<file path="config.mk">
export PLATFORM = sky130hd
export DESIGN_NAME = rdc_queue
export DESIGN_NICKNAME = d
export VERILOG_FILES = /design/src/hw/rtl/rdc_pkg.sv /design/src/hw/rtl/rdc_queue.sv
export SDC_FILE = /design/constraint.sdc
export NUM_CORES = 1
export LEC_CHECK = 0
export ABC_AREA = 1
export BUFFER_PORTS_ARGS = -buffer_cell sky130_fd_sc_hd__buf_4
export CAP_MARGIN = 20
export CORE_AREA = 2 2 113 115
export CTS_BUF_LIST = sky130_fd_sc_hd__clkbuf_4
export DETAILED_ROUTE_END_ITERATION = 6
export DIE_AREA = 0 0 115 117
export PLACE_DENSITY = 0.9
export SYNTH_ARGS = -nofsm -noshare
export SYNTH_HDL_FRONTEND = slang
export SYNTH_SLANG_ARGS = --single-unit
</file>
<file path="constraint.sdc">
create_clock -name clk -period 2.4 [get_ports clk]
set_input_delay 0.36 -clock clk [delete_from_list [all_inputs] [get_ports clk]]
set_output_delay 0.36 -clock clk [all_outputs]
set_load 0.05 [all_outputs]
</file>
<file path="src/hw/rtl/rdc_pkg.sv">
`timescale 1ns / 1ps
// ============================================================================
// rdc_pkg
// Shared widths, item types, command kinds and status for the range distinct
// count unit.
// ============================================================================
package rdc_pkg;

  // Fixed field widths of the channels.
  localparam int POS_W    = 10;
  localparam int VAL_IN_W = 10;
  localparam int WIN_W    = 11;
  localparam int CNT_W    = 11;

  // Defaults for the top-level parameters.
  localparam int DEF_ARRAY_DEPTH = 1024;
  localparam int DEF_VALUE_BITS  = 10;

  // Command queue between the front and the back.
  localparam int Q_DEPTH = 4;
  localparam int Q_AW    = 2;

  // Request type on the input channel.
  localparam logic REQ_LOAD  = 1'b0;
  localparam logic REQ_QUERY = 1'b1;

  // Command kinds after classification.
  localparam logic [1:0] KIND_LOAD  = 2'd0;
  localparam logic [1:0] KIND_QUERY = 2'd1;
  localparam logic [1:0] KIND_BADQ  = 2'd2;

  typedef struct packed {
    logic                req_type;
    logic [POS_W-1:0]    position;
    logic [VAL_IN_W-1:0] value;
    logic [WIN_W-1:0]    left;
    logic [WIN_W-1:0]    right;
  } rdc_in_t;

  typedef struct packed {
    logic [CNT_W-1:0] distinct_count;
    logic             in_range;
  } rdc_out_t;

  // One classified command; a query carries zero-based first and end bounds.
  typedef struct packed {
    logic [1:0]          kind;
    logic [POS_W-1:0]    pos;
    logic [VAL_IN_W-1:0] value;
    logic [WIN_W-1:0]    first;
    logic [WIN_W-1:0]    stop;
  } rdc_cmd_t;

  // Status of the back end seen by the front and the top level.
  typedef struct packed {
    logic             clearing;
    logic [WIN_W-1:0] win_start;
    logic [WIN_W-1:0] win_end;
    logic [CNT_W-1:0] distinct;
  } rdc_stat_t;

endpackage

</file>
<file path="src/hw/rtl/rdc_queue.sv">
`timescale 1ns / 1ps
// ============================================================================
// rdc_queue
// Short command queue that lets the front and the back stall independently.
// ============================================================================
module rdc_queue
  import rdc_pkg::*;
(
  input  logic     clk,
  input  logic     rst_n,
  input  logic     push,
  input  rdc_cmd_t push_cmd,
  output logic     full,
  input  logic     pop,
  output rdc_cmd_t pop_cmd,
  output logic     nonempty
);

  rdc_cmd_t          slot_r [Q_DEPTH];
  logic [Q_AW-1:0]   wr_ptr_r;
  logic [Q_AW-1:0]   rd_ptr_r;
  logic [Q_AW:0]     fill_r;
  logic [Q_AW:0]     fill_nxt;

  assign full     = fill_r == (Q_AW+1)'(Q_DEPTH);
  assign nonempty = fill_r != '0;
  assign pop_cmd  = slot_r[rd_ptr_r];

  // Fill level follows pushes and pops.
  always_comb begin
    fill_nxt = fill_r;
    if (push && !pop) begin
      fill_nxt = fill_r + (Q_AW+1)'(1);
    end else if (pop && !push) begin
      fill_nxt = fill_r - (Q_AW+1)'(1);
    end
  end

  // Pointers and fill level.
  always_ff @(posedge clk) begin
    if (!rst_n) begin
      wr_ptr_r <= '0;
      rd_ptr_r <= '0;
      fill_r   <= '0;
    end else begin
      fill_r <= fill_nxt;
      if (push) begin
        wr_ptr_r <= wr_ptr_r + Q_AW'(1);
      end
      if (pop) begin
        rd_ptr_r <= rd_ptr_r + Q_AW'(1);
      end
    end
  end

  // Command storage.
  always_ff @(posedge clk) begin
    if (push) begin
      slot_r[wr_ptr_r] <= push_cmd;
    end
  end

endmodule

</file>
Word level (Yosys, flattened, before mapping) --
Memory sizes are Yosys's and may differ from the RTL's. A register that Yosys moved wholly into a read port is not among the register bits. Cells that the tools add are included.
Cells by class: mux-type cells 6, bitwise logic cells 0, divide/modulo/power cells 0, $mul 0, reductions and logical operators 6, equal/unequal tests 1, magnitude comparators 0, shift operators 0, $add $sub $neg 4
Operators by type and width (count):
- 2-to-1 mux 3 bit | 2
- adder 2 x 1 -> 2 bit (second input constant) | 2
- 2-to-1 mux 2 bit | 2
- adder 3 x 1 -> 3 bit (second input constant) | 1
- equality test 3 bit (second input constant) | 1
- nonzero test 3 bit | 1
- subtractor 3 x 1 -> 3 bit (second input constant) | 1
- logical AND 1 bit | 2
- zero test 1 bit | 2
- 2-to-1 mux 1 bit | 2
- nonzero test 2 bit | 1
Storage, ports and cells: bits in latches 0, input bits 48, bits in registers 7, bits in read-only memories 0, output and inout bits 46, memories kept 1, RAM bits 176
Memories:
- slot_r | words 4, width 44, rd ports 1, clocked after memory_dff 1, write ports 1, line rdc_queue.sv:19 | rdc_cmd_t slot_r [Q_DEPTH];

Longest topological paths before layout --
depth after elaboration 4, gate-level depth with buffers 10, gate-level depth less buffers 10

Worst setup path after synthesis --
No wires, ideal clock.
path kind register -> output, from reg (tool-made name), to out pop_cmd[20] (netlist name), data required time 2040 ps, slack 521 ps, stages on the path, launching flop included 7, arrival 1519 ps, buffers on the path 3, path through dfxtp_1 > buf_6 > inv_6 > buf_8 > buf_6 > nor2_1 > o22ai_1
RTL lines:
- end: declaration | line rdc_queue.sv:15 | output rdc_cmd_t pop_cmd,

==> implementation parameters <==
Parameter                              Value

Yosys
  Top post-synthesis cells by area ... sky130_fd_sc_hd__edfxtp_1, sky130_fd_sc_hd__o21ai_0, sky130_fd_sc_hd__nor2_1
  Synth area leader ... sky130_fd_sc_hd__edfxtp_1
  Proportion of netlist area held by the largest area contributor ... 0.749
  Net count after synthesis ... 538
  Number of enable flip-flop cells after synthesis ... 176
  Flop and latch count out of synthesis ... 185
  Sequential cell area fraction in the yosys report ... 0.775
  Synth cell count leaders ... sky130_fd_sc_hd__edfxtp_1, sky130_fd_sc_hd__o21ai_0, sky130_fd_sc_hd__nor2_1
  Netlist Area Pre-Place ... 7050 um^2
  Leading cell type by number of instances after synthesis ... sky130_fd_sc_hd__edfxtp_1
  FFs w/ async S/R, synth ... 0
  Mean post-synth cell area ... 14.6 um^2
  Distinct cell type count of the synthesized netlist ... 23
  Main synth FF type ... sky130_fd_sc_hd__edfxtp_1
  Post-synthesis instance total ... 484
  Synth warnings ... 0

Clocking
  Number of buffers created by CTS ... 17
  Worst-path clk slew ... 0.12 ns
  Clock buffer depth ... 2
  Clk sink count ... 185
  Clock tree from TritonCTS ... yes
  H-tree Lvls ... 4
  Source-to-sink clock delay at the later pin of the worst-skew pair ... 0.56 ns
  Clk root buf ... sky130_fd_sc_hd__clkbuf_4

Place
  DP Worst Slack ... 0.399 ns
  Quantity of I/O buffers inserted on ports ... 93
  Placement-stage cell area ... 7910 um^2
  Total half-perimeter wirelength after legalization and detailed placement ... 7990 um
  GP Congestion ... 0.701

Run status
  Result of the run ... finished, final reports clean

Floorplan
  Count of standard-cell rows ... 41
  Floorplan Core Area ... 12,300 um^2
  Die Span X ... 115 um
  Initial core utilization ... 0.573
  Die height ... 117 um
  Top Ports ... 94
  Die ar. ... 13,500 um^2

Critical path
  Required time at the worst-slack endpoint ... 2.04 ns
  Type of the worst setup path ... reg2out
  Cell type of the slowest stage on the worst timing path ... sky130_fd_sc_hd__dfxtp_4
  Crit-path max FO ... 88
  Crit end category ... output pin
  Critical path buffer and inverter count ... 2
  Worst stage delay on the critical path ... 0.43 ns
  CP cell instances ... inv_12 > o21ai_0 > o22ai_1 > buf_4
  Data arrival time of the critical path ... 1.96 ns
  Element type at the critical path start ... flop
  Critical path's top delay family ... buffers and inverters

Worst hold path
  Class of the most critical hold timing path ... in2reg

STA
  Worst hold margin ... 0.0797 ns
  # setup viols final ... 0
  Post-route setup slack ... 0.0806 ns
  Max Clock Freq ... 431 MHz
  Relative slew slack ... 0.727
  Post-layout minimum cycle time ... 2.32 ns
  Period Utilization, post-route ... 0.966
  Final number of max-transition violations ... 0
  Final clock skew ... 0.0209 ns
  Final Hold Viols ... 0
  Worst Tran Pin Value ... 0.409 ns
  Unrepaired setup endpoints after global routing ... no

Detailed routing
  Detailed-routing iteration count for the pre-antenna-repair pass ... 4
  Via density per instance ... 5.67
  # DRC ... 0
  Number of nets with antenna violations after detailed routing ... 0
  Number of design-rule violations left by the first detailed-router iteration ... 388
  Total wire length ... 14,900 um
  Final routed wire length divided by cell count ... 18.9 um
  Routed via count ... 4,475

Cells and area
  Final #Nets ... 678
  Area of all placed cells without fillers ... 8690 um^2
  Post-synthesis to final-layout area growth ... 23.3%
  Layout cell share with drive strength beyond 1 ... 0.253

Global route
  GRT Residual Overflow ... 0
  Largest net degree at the start of global routing ... 89
  Gr usage total ... 0.228
  Number of antenna violations at the first check in global routing ... 0
  Vias in the first global route ... 4,564
  First-pass GRT wire length ... 22,700 um

Power and ir drop
  Cell leakage power ... 3.12 nW
  Power per unit of standard cell area ... 767 nW/um^2
  VDD IR-drop max ... 0.491 mV

Flow run
  Number of maximum-capacitance constraint violations ... 0
==> placed cells by master, fill, tap and decap left out, types with 10 or more instances in the layout <==
cell type | netlist | final
sky130_fd_sc_hd__o21ai_0 | 87 | 87
sky130_fd_sc_hd__dlygate4sd3_1 | 0 | 44
sky130_fd_sc_hd__nor2_1 | 84 | 84
sky130_fd_sc_hd__buf_4 | 1 | 97
sky130_fd_sc_hd__inv_1 | 15 | 11
sky130_fd_sc_hd__nand2_1 | 10 | 10
sky130_fd_sc_hd__o22ai_1 | 34 | 34
sky130_fd_sc_hd__o22ai_2 | 10 | 10
sky130_fd_sc_hd__clkbuf_4 | 0 | 18
sky130_fd_sc_hd__edfxtp_1 | 176 | 176
sky130_fd_sc_hd__nor2_2 | 10 | 10
==> timing repair <==
item,CTS,global route
hold endpoints to repair,176,0
gates resized for setup,3,2
setup buffers,0,2
endpoints found under the setup margin,44,30
hold buffers,44,0
==> metrics by stage <==
step	TNS, ns	utilization	total power, W	std cells
6_report	0	0.706	0.00667	789
5_1_grt	0	0.706	0.00690	787
4_1_cts	-0.0165	0.704	0.00669	785
3_5_place_dp	0	0.642	0.00490	709
3_3_place_gp	0	0.642	0.00485	709
2_1_floorplan	0	-	0.00451	484
==> report_power, final <==
part | internal [W] | leakage [nW] | switching, W | total [W]
clock | 0.000744 | 0.162 | 0.00102 | 0.00177
sequential | 0.00368 | 1.69 | 0.0000469 | 0.00373
combinational | 0.000376 | 1.26 | 0.000797 | 0.00117
total | 0.00480 | 3.12 | 0.00187 | 0.00667
==> cells by family (layout without fill, tap and decap cells) <==
kind of cell | after synthesis | count (layout) | share of synthesized area
flip-flops | 185 | 185 | 0.775
adder cells (fa/ha/maj) | 6 | 6 | 0.0117
other | 0 | 2 | 0
AO/OA/AOI/OAI | 142 | 142 | 0.117
buffers and inverters | 44 | 197 | 0.0348
AND/OR/NAND/NOR | 107 | 107 | 0.0612
==> routing by layer <==
metal / GRT usage / part of all wire / wire (um) / up-vias
met5: 0 / 0 / 0 / -
met4: 0.0948 / 0.019 / 282 / 0
met3: 0.0494 / 0.049 / 724 / 24
met2: 0.396 / 0.53 / 7870 / 160
met1: 0.280 / 0.40 / 6020 / 2204
li1: - / - / - / 2087
==> worst reg2reg max path, stage by stage, from the launching register on <==
cell,delay (ns)
sky130_fd_sc_hd__dfxtp_1,0.35
sky130_fd_sc_hd__inv_1,0.11
sky130_fd_sc_hd__ha_1,0.17
sky130_fd_sc_hd__nand2_1,0.06
sky130_fd_sc_hd__inv_2,0.06
sky130_fd_sc_hd__buf_12,0.24
==> layout make-up <==
cell class / count / area, um^2
Sequential cell: 185 / 5470
Fill cell: 793 / 3620
Multi-Input combinational cell: 255 / 1340
Timing Repair Buffer: 148 / 1310
Tap cell: 150 / 188
Clock inverter: 14 / 169
Clock buffer: 18 / 135
Inverter: 17 / 76.3
Antenna cell: 2 / 5.00
==> sequential cells by signal, indices dropped and copies added, names as in the netlist, named ones only <==
| register | flops |
|---|---|
| rd_ptr_r | 2 |
| wr_ptr_r | 2 |
| fill_r | 3 |
| slot_r | 176 |
==> final timing paths <==
kind	from	endpoint	slack [ns]	cells after the start
hold reg to reg	rd_ptr_r[1]	flop	0.46	1
setup reg to reg	wr_ptr_r[0]	slot_r[2][16]	1.03	5
setup / recovery	flop	pop_cmd[5]	0.08	4
hold / removal	rst_n	fill_r[2]	0.08	3
Power figures use the tool's default switching activity.
