--- config.mk ---
export PLATFORM = sky130hd
export DESIGN_NAME = rdc_front
export DESIGN_NICKNAME = d
export VERILOG_FILES = /design/src/hw/rtl/rdc_pkg.sv /design/src/hw/rtl/rdc_front.sv
export SDC_FILE = /design/constraint.sdc
export NUM_CORES = 1
export LEC_CHECK = 0
export ABC_AREA = 0
export ABC_CLOCK_PERIOD_IN_PS = 2800
export BUFFER_PORTS_ARGS = -buffer_cell sky130_fd_sc_hd__buf_2
export CORE_MARGIN = 2
export CORE_UTILIZATION = 35
export DETAILED_ROUTE_END_ITERATION = 12
export GPL_TIMING_DRIVEN = 0
export PLACE_DENSITY = 0.95
export SLEW_MARGIN = 25
export SYNTH_ARGS = -nofsm -noshare
export SYNTH_HDL_FRONTEND = slang
export SYNTH_SLANG_ARGS = --single-unit
--- constraint.sdc ---
create_clock -name vclk -period 2.8
set_input_delay 0.56 -clock vclk [all_inputs]
set_output_delay 0.56 -clock vclk [all_outputs]
set_load 0.01 [all_outputs]
--- src/hw/rtl/rdc_pkg.sv ---
`timescale 1ns / 1ps
// ============================================================================
// rdc_pkg
// Shared widths, item types, command kinds and status for the range distinct
// count unit.
// ============================================================================
package rdc_pkg;

  // Fixed field widths of the channels.
  localparam int POS_W    = 10;
  localparam int VAL_IN_W = 10;
  localparam int WIN_W    = 11;
  localparam int CNT_W    = 11;

  // Defaults for the top-level parameters.
  localparam int DEF_ARRAY_DEPTH = 1024;
  localparam int DEF_VALUE_BITS  = 10;

  // Command queue between the front and the back.
  localparam int Q_DEPTH = 4;
  localparam int Q_AW    = 2;

  // Request type on the input channel.
  localparam logic REQ_LOAD  = 1'b0;
  localparam logic REQ_QUERY = 1'b1;

  // Command kinds after classification.
  localparam logic [1:0] KIND_LOAD  = 2'd0;
  localparam logic [1:0] KIND_QUERY = 2'd1;
  localparam logic [1:0] KIND_BADQ  = 2'd2;

  typedef struct packed {
    logic                req_type;
    logic [POS_W-1:0]    position;
    logic [VAL_IN_W-1:0] value;
    logic [WIN_W-1:0]    left;
    logic [WIN_W-1:0]    right;
  } rdc_in_t;

  typedef struct packed {
    logic [CNT_W-1:0] distinct_count;
    logic             in_range;
  } rdc_out_t;

  // One classified command; a query carries zero-based first and end bounds.
  typedef struct packed {
    logic [1:0]          kind;
    logic [POS_W-1:0]    pos;
    logic [VAL_IN_W-1:0] value;
    logic [WIN_W-1:0]    first;
    logic [WIN_W-1:0]    stop;
  } rdc_cmd_t;

  // Status of the back end seen by the front and the top level.
  typedef struct packed {
    logic             clearing;
    logic [WIN_W-1:0] win_start;
    logic [WIN_W-1:0] win_end;
    logic [CNT_W-1:0] distinct;
  } rdc_stat_t;

endpackage

--- src/hw/rtl/rdc_front.sv ---
`timescale 1ns / 1ps
// ============================================================================
// rdc_front
// Accepts input items, checks bounds and turns each item into a command for
// the queue. Loads beyond the array are dropped here.
// ============================================================================
module rdc_front
  import rdc_pkg::*;
#(
  parameter int ARRAY_DEPTH = DEF_ARRAY_DEPTH
) (
  input  logic     in_valid,
  input  rdc_in_t  in_data,
  output logic     in_stall,
  input  logic     clearing,
  input  logic     q_full,
  output logic     push,
  output rdc_cmd_t push_cmd
);

  logic accept;
  logic load_ok;
  logic query_ok;

  // No item is taken while memories are cleared or the queue is full.
  assign in_stall = clearing | q_full;
  assign accept   = in_valid & ~in_stall;

  // Bound checks against the array depth.
  assign load_ok  = 32'(in_data.position) < 32'(ARRAY_DEPTH);
  assign query_ok = (in_data.left != '0) && (in_data.left <= in_data.right) &&
                    (32'(in_data.right) <= 32'(ARRAY_DEPTH));

  // Classify the item and build its command.
  always_comb begin
    push_cmd.pos   = in_data.position;
    push_cmd.value = in_data.value;
    push_cmd.first = in_data.left - WIN_W'(1);
    push_cmd.stop  = in_data.right;
    if (in_data.req_type == REQ_LOAD) begin
      push_cmd.kind = KIND_LOAD;
    end else if (query_ok) begin
      push_cmd.kind = KIND_QUERY;
    end else begin
      push_cmd.kind = KIND_BADQ;
    end
    push = accept & ((in_data.req_type == REQ_QUERY) | load_ok);
  end

endmodule

* Word level (Yosys, flattened, before mapping)
Index checks and enable logic that the tools add are counted.
Word-level totals: word-level logic and storage cells 11, input port bits 46, bits in registers 0, output and inout port bits 46
Cells by class: $add $sub $neg 1, magnitude comparators 2, multiplexer cells 2, bitwise logic cells 3, reductions and logical operators 3
Operators by type and width (number):
- $le 11x11->1 | 1
- $le 11x11->1 const B | 1
- $reduce_bool 11->1 | 1
- $sub 11x1->11 const B | 1
- $mux 2 | 2
- $logic_and 1x1->1 | 2
- $and 1x1->1 | 1
- $not 1->1 | 1
- $or 1x1->1 | 1

* Logic depth before layout (Yosys ltp)
Gate-level depths: netlist (run 1).
depth in word-level cells 5, mapped depth 6, depth with buffers taken out 6

* Worst setup path after synthesis (run 1)
No wires, ideal clock.
path kind input to output, start in in_data[11] in the netlist's numbering, end out push_cmd[43] in the netlist's numbering, arrival time 2.096 ns, path buffers 0, path slack 0.144 ns, stages 6, required time 2.240 ns, cell sequence inv_1 ha_1 or4b_1 or4_4 a21boi_2 a31o_2
RTL lines:
- start: declaration | line rdc_front.sv:13 | input rdc_in_t in_data,
- end: declaration | line rdc_front.sv:18 | output rdc_cmd_t push_cmd

==> summary.md, run 1 <==
| Metric | Value |
|---|---|
| Status | `finished clean` |
| Cells after Synth | `103` |
| Syn Area/Cell | `7.289 µm²` |
| Pre-antenna DRT Iters | `4` |
| Ports | `92` |
| Slew margin rel. | `0.8037` |
| Die W | `between 50 and 60 µm` |
| DR iter-0 viols | `4` |
| Crit Path Class | `input pin to output port` |
| Synth Warn # | `0` |
| Yosys top cell area share | `0.3100` |
| Vias in the first global route | `707` |
| Crit-path cells | `buf_2 > inv_1 > ha_4 > or4b_4 > or4_4 > a21boi_2 > a31o_2 > buf_2` |
| Unrepaired setup endpoints after global routing | `no` |
| Global Route Usage Sum | `0.1295` |
| WL per Instance | `10.10 µm` |
| DIE HEIGHT | `50.32 µm` |
| Synth-to-Final Area Change | `57.33%` |
| Initial Util | `0.3750` |
| Area of the multi-input gates | `494.2 µm²` |
| DRT antenna net count | `0` |
| Hold buffer count at cts | `0` |
| Clkbuf count | `0` |
| Fraction of layout cells with a size suffix above 1 | `0.6534` |
| Storage cell area | `0 µm²` |
| HP Class | `input pin to output port` |
| Fin. Hold Viols | `0` |
| Core box area | `2002 µm²` |
| Crit-path slowest cell | `or4b_4` |
| Fin crit period | `2755 ps` |
| Max cap viols | `0` |
| Critical path endpoint category | `output port` |
| Worst slew pin tran | `292.2 ps` |
| LEAKAGE | `0.7354 nW` |
| Antenna violations before repair | `0` |
| First-pass GRT wire length | `2739 µm` |
| Synth Cell Area | `~750 µm²` |
| Port Buf Inserts | `72` |
| Vias | `between 900 and 1,000` |
| Setup_tns | `0 ps` |
| Max-slew violations | `0` |
| Leading area contributor after synthesis | `buf_4` |
| DRC | `0` |
| WL final | `between 2000 and 2500 µm` |
| Placement row count | `16` |
| Peak VDD IR | `0.08364 mV` |
| Crit path max fanout | `3` |
| Final Setup Violations | `0` |
| Via/cell ratio | `approximately 4.6` |
| GPL Wtd Cong | `0.7598` |
| Synth top area cells | `buf_4 (31%), ha_1 (20%), inv_1 (7.0%)` |
| Sequential share of the synthesized area | `0` |
| Worst setup SP type | `input pin` |
| DP HPWL | `1800 µm` |
| Total power | `about 170 µW` |
| Worst endpoint data arrival time | `2190 ps` |
| Synthesized Nets | `161` |
| Worst path required time | `approximately 2200 ps` |
| Total gr overflow | `0` |
| Final design utilization | `0.5900` |
| Final worst path period share | `0.9838` |
| Pwr dens | `147.8 nW/µm²` |
| CP max stage delay | `470 ps` |
| Most used cell, CP | `buf_2` |
| Pin count of the biggest net entering global routing | `7` |
| FF+latch count | `0` |
| Die area | `about 2500 µm²` |
| Cell variety after synth | `28` |
| Ant. Diodes | `0` |
| Fmax achieved | `363.0 MHz` |
| Final net count | `236` |
| Fillers | `189` |
-- synthesized netlist by cell type (all sizes together) --
library cell / instances
a2111o: 1
a211oi: 1
a21boi: 1
a21oi: 3
a31o: 1
a41o: 1
and2: 1
and3: 1
and3b: 1
and4: 2
buf: 31
ha: 12
inv: 14
nand2: 5
nand3: 2
nor2: 5
nor3: 2
nor4: 2
o21ai: 3
o311a: 1
o31ai: 1
o41ai: 1
or2: 1
or3b: 1
or4: 2
or4b: 1
xnor2: 1
xor2: 5
-- final cells by class --
class / count / area share
buffer: 31 / 0.1970
inverter: 14 / 0.04449
tap: 27 / 0.02860
multi-input combinational: 58 / 0.4184
timing repair buffer: 73 / 0.3114
-- metrics by stage --
step	worst slack (ps)	area [µm²]	instances	hold slack, ps
floorplan	144.1	750.7	103	1183
global placement	-92.33	1145	202	1304
detailed placement	-113.3	1145	202	1304
CTS	2.355	1159	203	1304
global route	0.6049	1181	203	1309
finish	45.33	1181	203	1303
-- cells in the final DEF, fill, tap and decap left out --
master and count:
o21ai_0 3, and2_1 1, and3_1 1, nand3_1 2, ha_1 10, or4b_4 1, nor3_1 2, o41ai_1 1
o31ai_1 1, xor2_1 5, and4_1 2, a31o_2 1, a21boi_2 1, or3b_2 1, a21oi_1 3, o311a_1 1
inv_2 1, buf_2 72, nor2_1 5, a41o_2 1, buf_4 32, nand2_1 5, and3b_1 1, or4_4 2
a2111o_1 1, or2_2 1, ha_4 2, xnor2_1 1, nor4_1 2, a211oi_1 1, inv_1 13
-- cell families (layout without fill, tap and decap cells) --
family | Yosys count | after routing | synth area share
and+or+nand+nor | 26 | 26 | 0.2084
xor gates and xnor gates | 6 | 6 | 0.07000
adders and majority gates | 12 | 12 | 0.2000
buffers and inverters | 45 | 118 | 0.3800
AOI/OAI and AO/OA | 14 | 14 | 0.1417
-- path summary, 6_finish.rpt --
kind | start | endpoint | depth (start not counted)
max | in_data[12] | push_cmd[43] | 8
min | in_data[41] | push_cmd[41] | 2
-- layer usage --
metal	global-route usage	wire length, µm	vias up
li1	-	-	472
met1	0.1434	780	389
met3	0.01786	241	0
met2	0.2697	1029	64
met5	0	0	-
met4	0	0	0
-- worst max-delay path, delay by kind of cell --
family                     cells  cell delay, ps
AOI/OAI and AO/OA              2             230
adders and majority gates      1             150
buffers and inverters          3             320
and+or+nand+nor                2             920
-- power by group --
part / total, mW / switching, mW / leakage (nW) / internal [mW]
clock network: 0 / 0 / 0 / 0
registers: 0 / 0 / 0 / 0
logic: 0.175 / 0.0812 / 0.735 / 0.0934
-- what timing repair did --
item                       CTS  global route
setup endpoints to repair    2             1
setup buffers                1             0
resized for setup            2             3
hold endpoints to repair     0             0
pin swaps                    2             1
Power figures use the tool's default switching activity.
==> run 2: changes to the inputs <==
--- a/config.mk
+++ b/config.mk
@@ -6,13 +6,13 @@
 export NUM_CORES = 1
 export LEC_CHECK = 0
 export ABC_AREA = 0
-export ABC_CLOCK_PERIOD_IN_PS = 2800
+export ABC_CLOCK_PERIOD_IN_PS = 2300
 export BUFFER_PORTS_ARGS = -buffer_cell sky130_fd_sc_hd__buf_2
 export CORE_MARGIN = 2
-export CORE_UTILIZATION = 35
+export CORE_UTILIZATION = 31
 export DETAILED_ROUTE_END_ITERATION = 12
 export GPL_TIMING_DRIVEN = 0
-export PLACE_DENSITY = 0.95
+export PLACE_DENSITY = 0.91
 export SLEW_MARGIN = 25
 export SYNTH_ARGS = -nofsm -noshare
 export SYNTH_HDL_FRONTEND = slang
==> constraint.sdc (replaced) <==
create_clock -name vclk -period 2.3
set_input_delay 0.46 -clock vclk [all_inputs]
set_output_delay 0.46 -clock vclk [all_outputs]
set_load 0.01 [all_outputs]
==> run 2 against run 1 <==
Compared with the run above:
- the flow now finishes with violations (setup timing)
- sequential share of layout area is the same
- count of clock-buffer cells in the layout is the same
- utilization shrank 1.8 points
- first-iteration DRC count grew to 3.0 times the previous value
- hold slack lost 200 ps
- die area grew 12%
- cell area grew 9.2%
- critical path depth grew 1
- final cell count grew 1.5%
- wire length grew 6.0%
- sequential cell count is the same
- power grew 33%
==> summary.md, run 2 (synthesis gave the netlist of run 1 again) <==
| Metric | Value |
|---|---|
| Crit Path Class | `input pin to output port` |
| Worst setup SP type | `input pin` |
| Fillers | `approximately 240` |
| Vias in the first global route | `761` |
| Worst endpoint data arrival time | `2100 ps` |
| FF+latch count | `0` |
| Final worst path period share | `1.113` |
| Vias | `932` |
| Final net count | `238` |
| Worst path required time | `1840 ps` |
| Max cap viols | `0` |
| Unrepaired setup endpoints after global routing | `yes` |
| First-pass GRT wire length | `approximately 2900 µm` |
| Most common cell after layout, fill and taps aside | `buf_2` |
| Core box area | `approximately 2300 µm²` |
| Fmax achieved | `390.6 MHz` |
| Die W | `53.21 µm` |
| Place WS | `-310.7 ps` |
| DR iter-0 viols | `12` |
| Die area | `2831 µm²` |
| Critical path endpoint category | `output port` |
| Pwr dens | `179.9 nW/µm²` |
| Crit path max fanout | `2` |
| Peak VDD IR | `a little over 0.1 mV` |
| Ports | `a little over 90` |
| DRT antenna net count | `0` |
| Commonest non-fill, non-tap cells in the layout | `buf_2 (67), buf_4 (33), inv_1 (11), ha_1 (8)` |
| Slew margin rel. | `0.7885` |
| Clkbuf count | `0` |
| DIE HEIGHT | `between 50 and 60 µm` |
| Final design utilization | `0.5721` |
| Fin Hold WS | `1104 ps` |
| WL per Instance | `between 10 and 15 µm` |
| Pin count of the biggest net entering global routing | `7` |
| Storage cell area | `0 µm²` |
| Status | `finished with violations` |
| Total gr overflow | `0` |
| Final Setup Violations | `4` |
| Fin. Hold Viols | `0` |
| Post-route setup slack | `-260.3 ps` |
| Worst slew pin tran | `314.8 ps` |
| Global Route Usage Sum | `0.1298` |
| Synth-to-Final Area Change | `71.83%` |
| Final instance area | `~1300 µm²` |
| Initial Util | `0.3330` |
| DRC | `0` |
| Violated checks | `setup timing` |
| Antenna violations before repair | `0` |
| Via/cell ratio | `roughly 4.5` |
| Max-slew violations | `0` |
| Placement row count | `17` |
| Post-DP Area | `1179 µm²` |
| Fraction of layout cells with a size suffix above 1 | `0.7022` |
| DP HPWL | `1834 µm` |
| GPL Wtd Cong | `0.8478` |
| HP Class | `input pin to output port` |
| Port Buf Inserts | `72` |
| Ant. Diodes | `0` |
| WL final | `2174 µm` |
| Fin crit period | `2560 ps` |
| Pre-antenna DRT Iters | `4` |
| LEAKAGE | `0.7584 nW` |
==> run 2: cell count changes in the layout (fill, tap and decap cells not counted), sizes merged <==
| cell | before | now |
|---|---|---|
| buf | 104 | 106 |
| clkinvlp | 0 | 1 |
| inv | 14 | 13 |
==> run 2: worst paths after layout <==
| check | start | to | slack (ps) | cells past startpoint |
|---|---|---|---|---|
| worst min-delay path | in_data[27] | push_cmd[27] | 1100 | 2 |
| worst max-delay path | in_data[11] | push_cmd[43] | -260 | 9 |
==> run 2: layout make-up <==
cell class / count / area (µm²) / area share
multi-input combinational: 58 / 544.3 / 0.4219
timing repair buffer: 75 / 421.7 / 0.3269
buffer: 31 / 232.7 / 0.1804
inverter: 14 / 56.30 / 0.04365
tap: 28 / 35.03 / 0.02716
==> run 2: stage by stage <==
step                TNS, ps  total power, mW  instances
global route         -882.9           0.2561        206
floorplan            -31.82           0.1245        103
CTS                  -580.1           0.2222        206
global placement     -709.9           0.2080        203
finish               -508.9           0.2320        206
detailed placement   -774.8           0.2126        203
==> run 2: layer usage <==
metal  share of wire  GRT usage  routed length [µm]
met1            0.40     0.1700                 877
met2            0.51     0.2490                1101
met3           0.090          0                 195
met5               0          0                   0
met4               0          0                   0
==> run 2: power breakdown <==
group	switching [mW]	leakage [nW]	total (mW)	internal, mW
clock	0	0	0	0
sequential	0	0	0	0
combinational	0.105	0.758	0.232	0.127
==> run 2: worst max-delay path, cell delays in order <==
cell	delay (ps)
buf_8	100
clkinvlp_4	80
buf_6	100
ha_4	110
and3b_1	160
o311a_1	280
a2111o_1	430
a31o_4	260
buf_6	110
==> run 2: what timing repair did <==
| item | CTS | global route |
|---|---|---|
| endpoints found under the setup margin | 6 | 7 |
| pin swaps | 3 | 9 |
| gates resized for setup | 8 | 13 |
| buffers inserted | 3 | 0 |
| hold buffers | 0 | 0 |
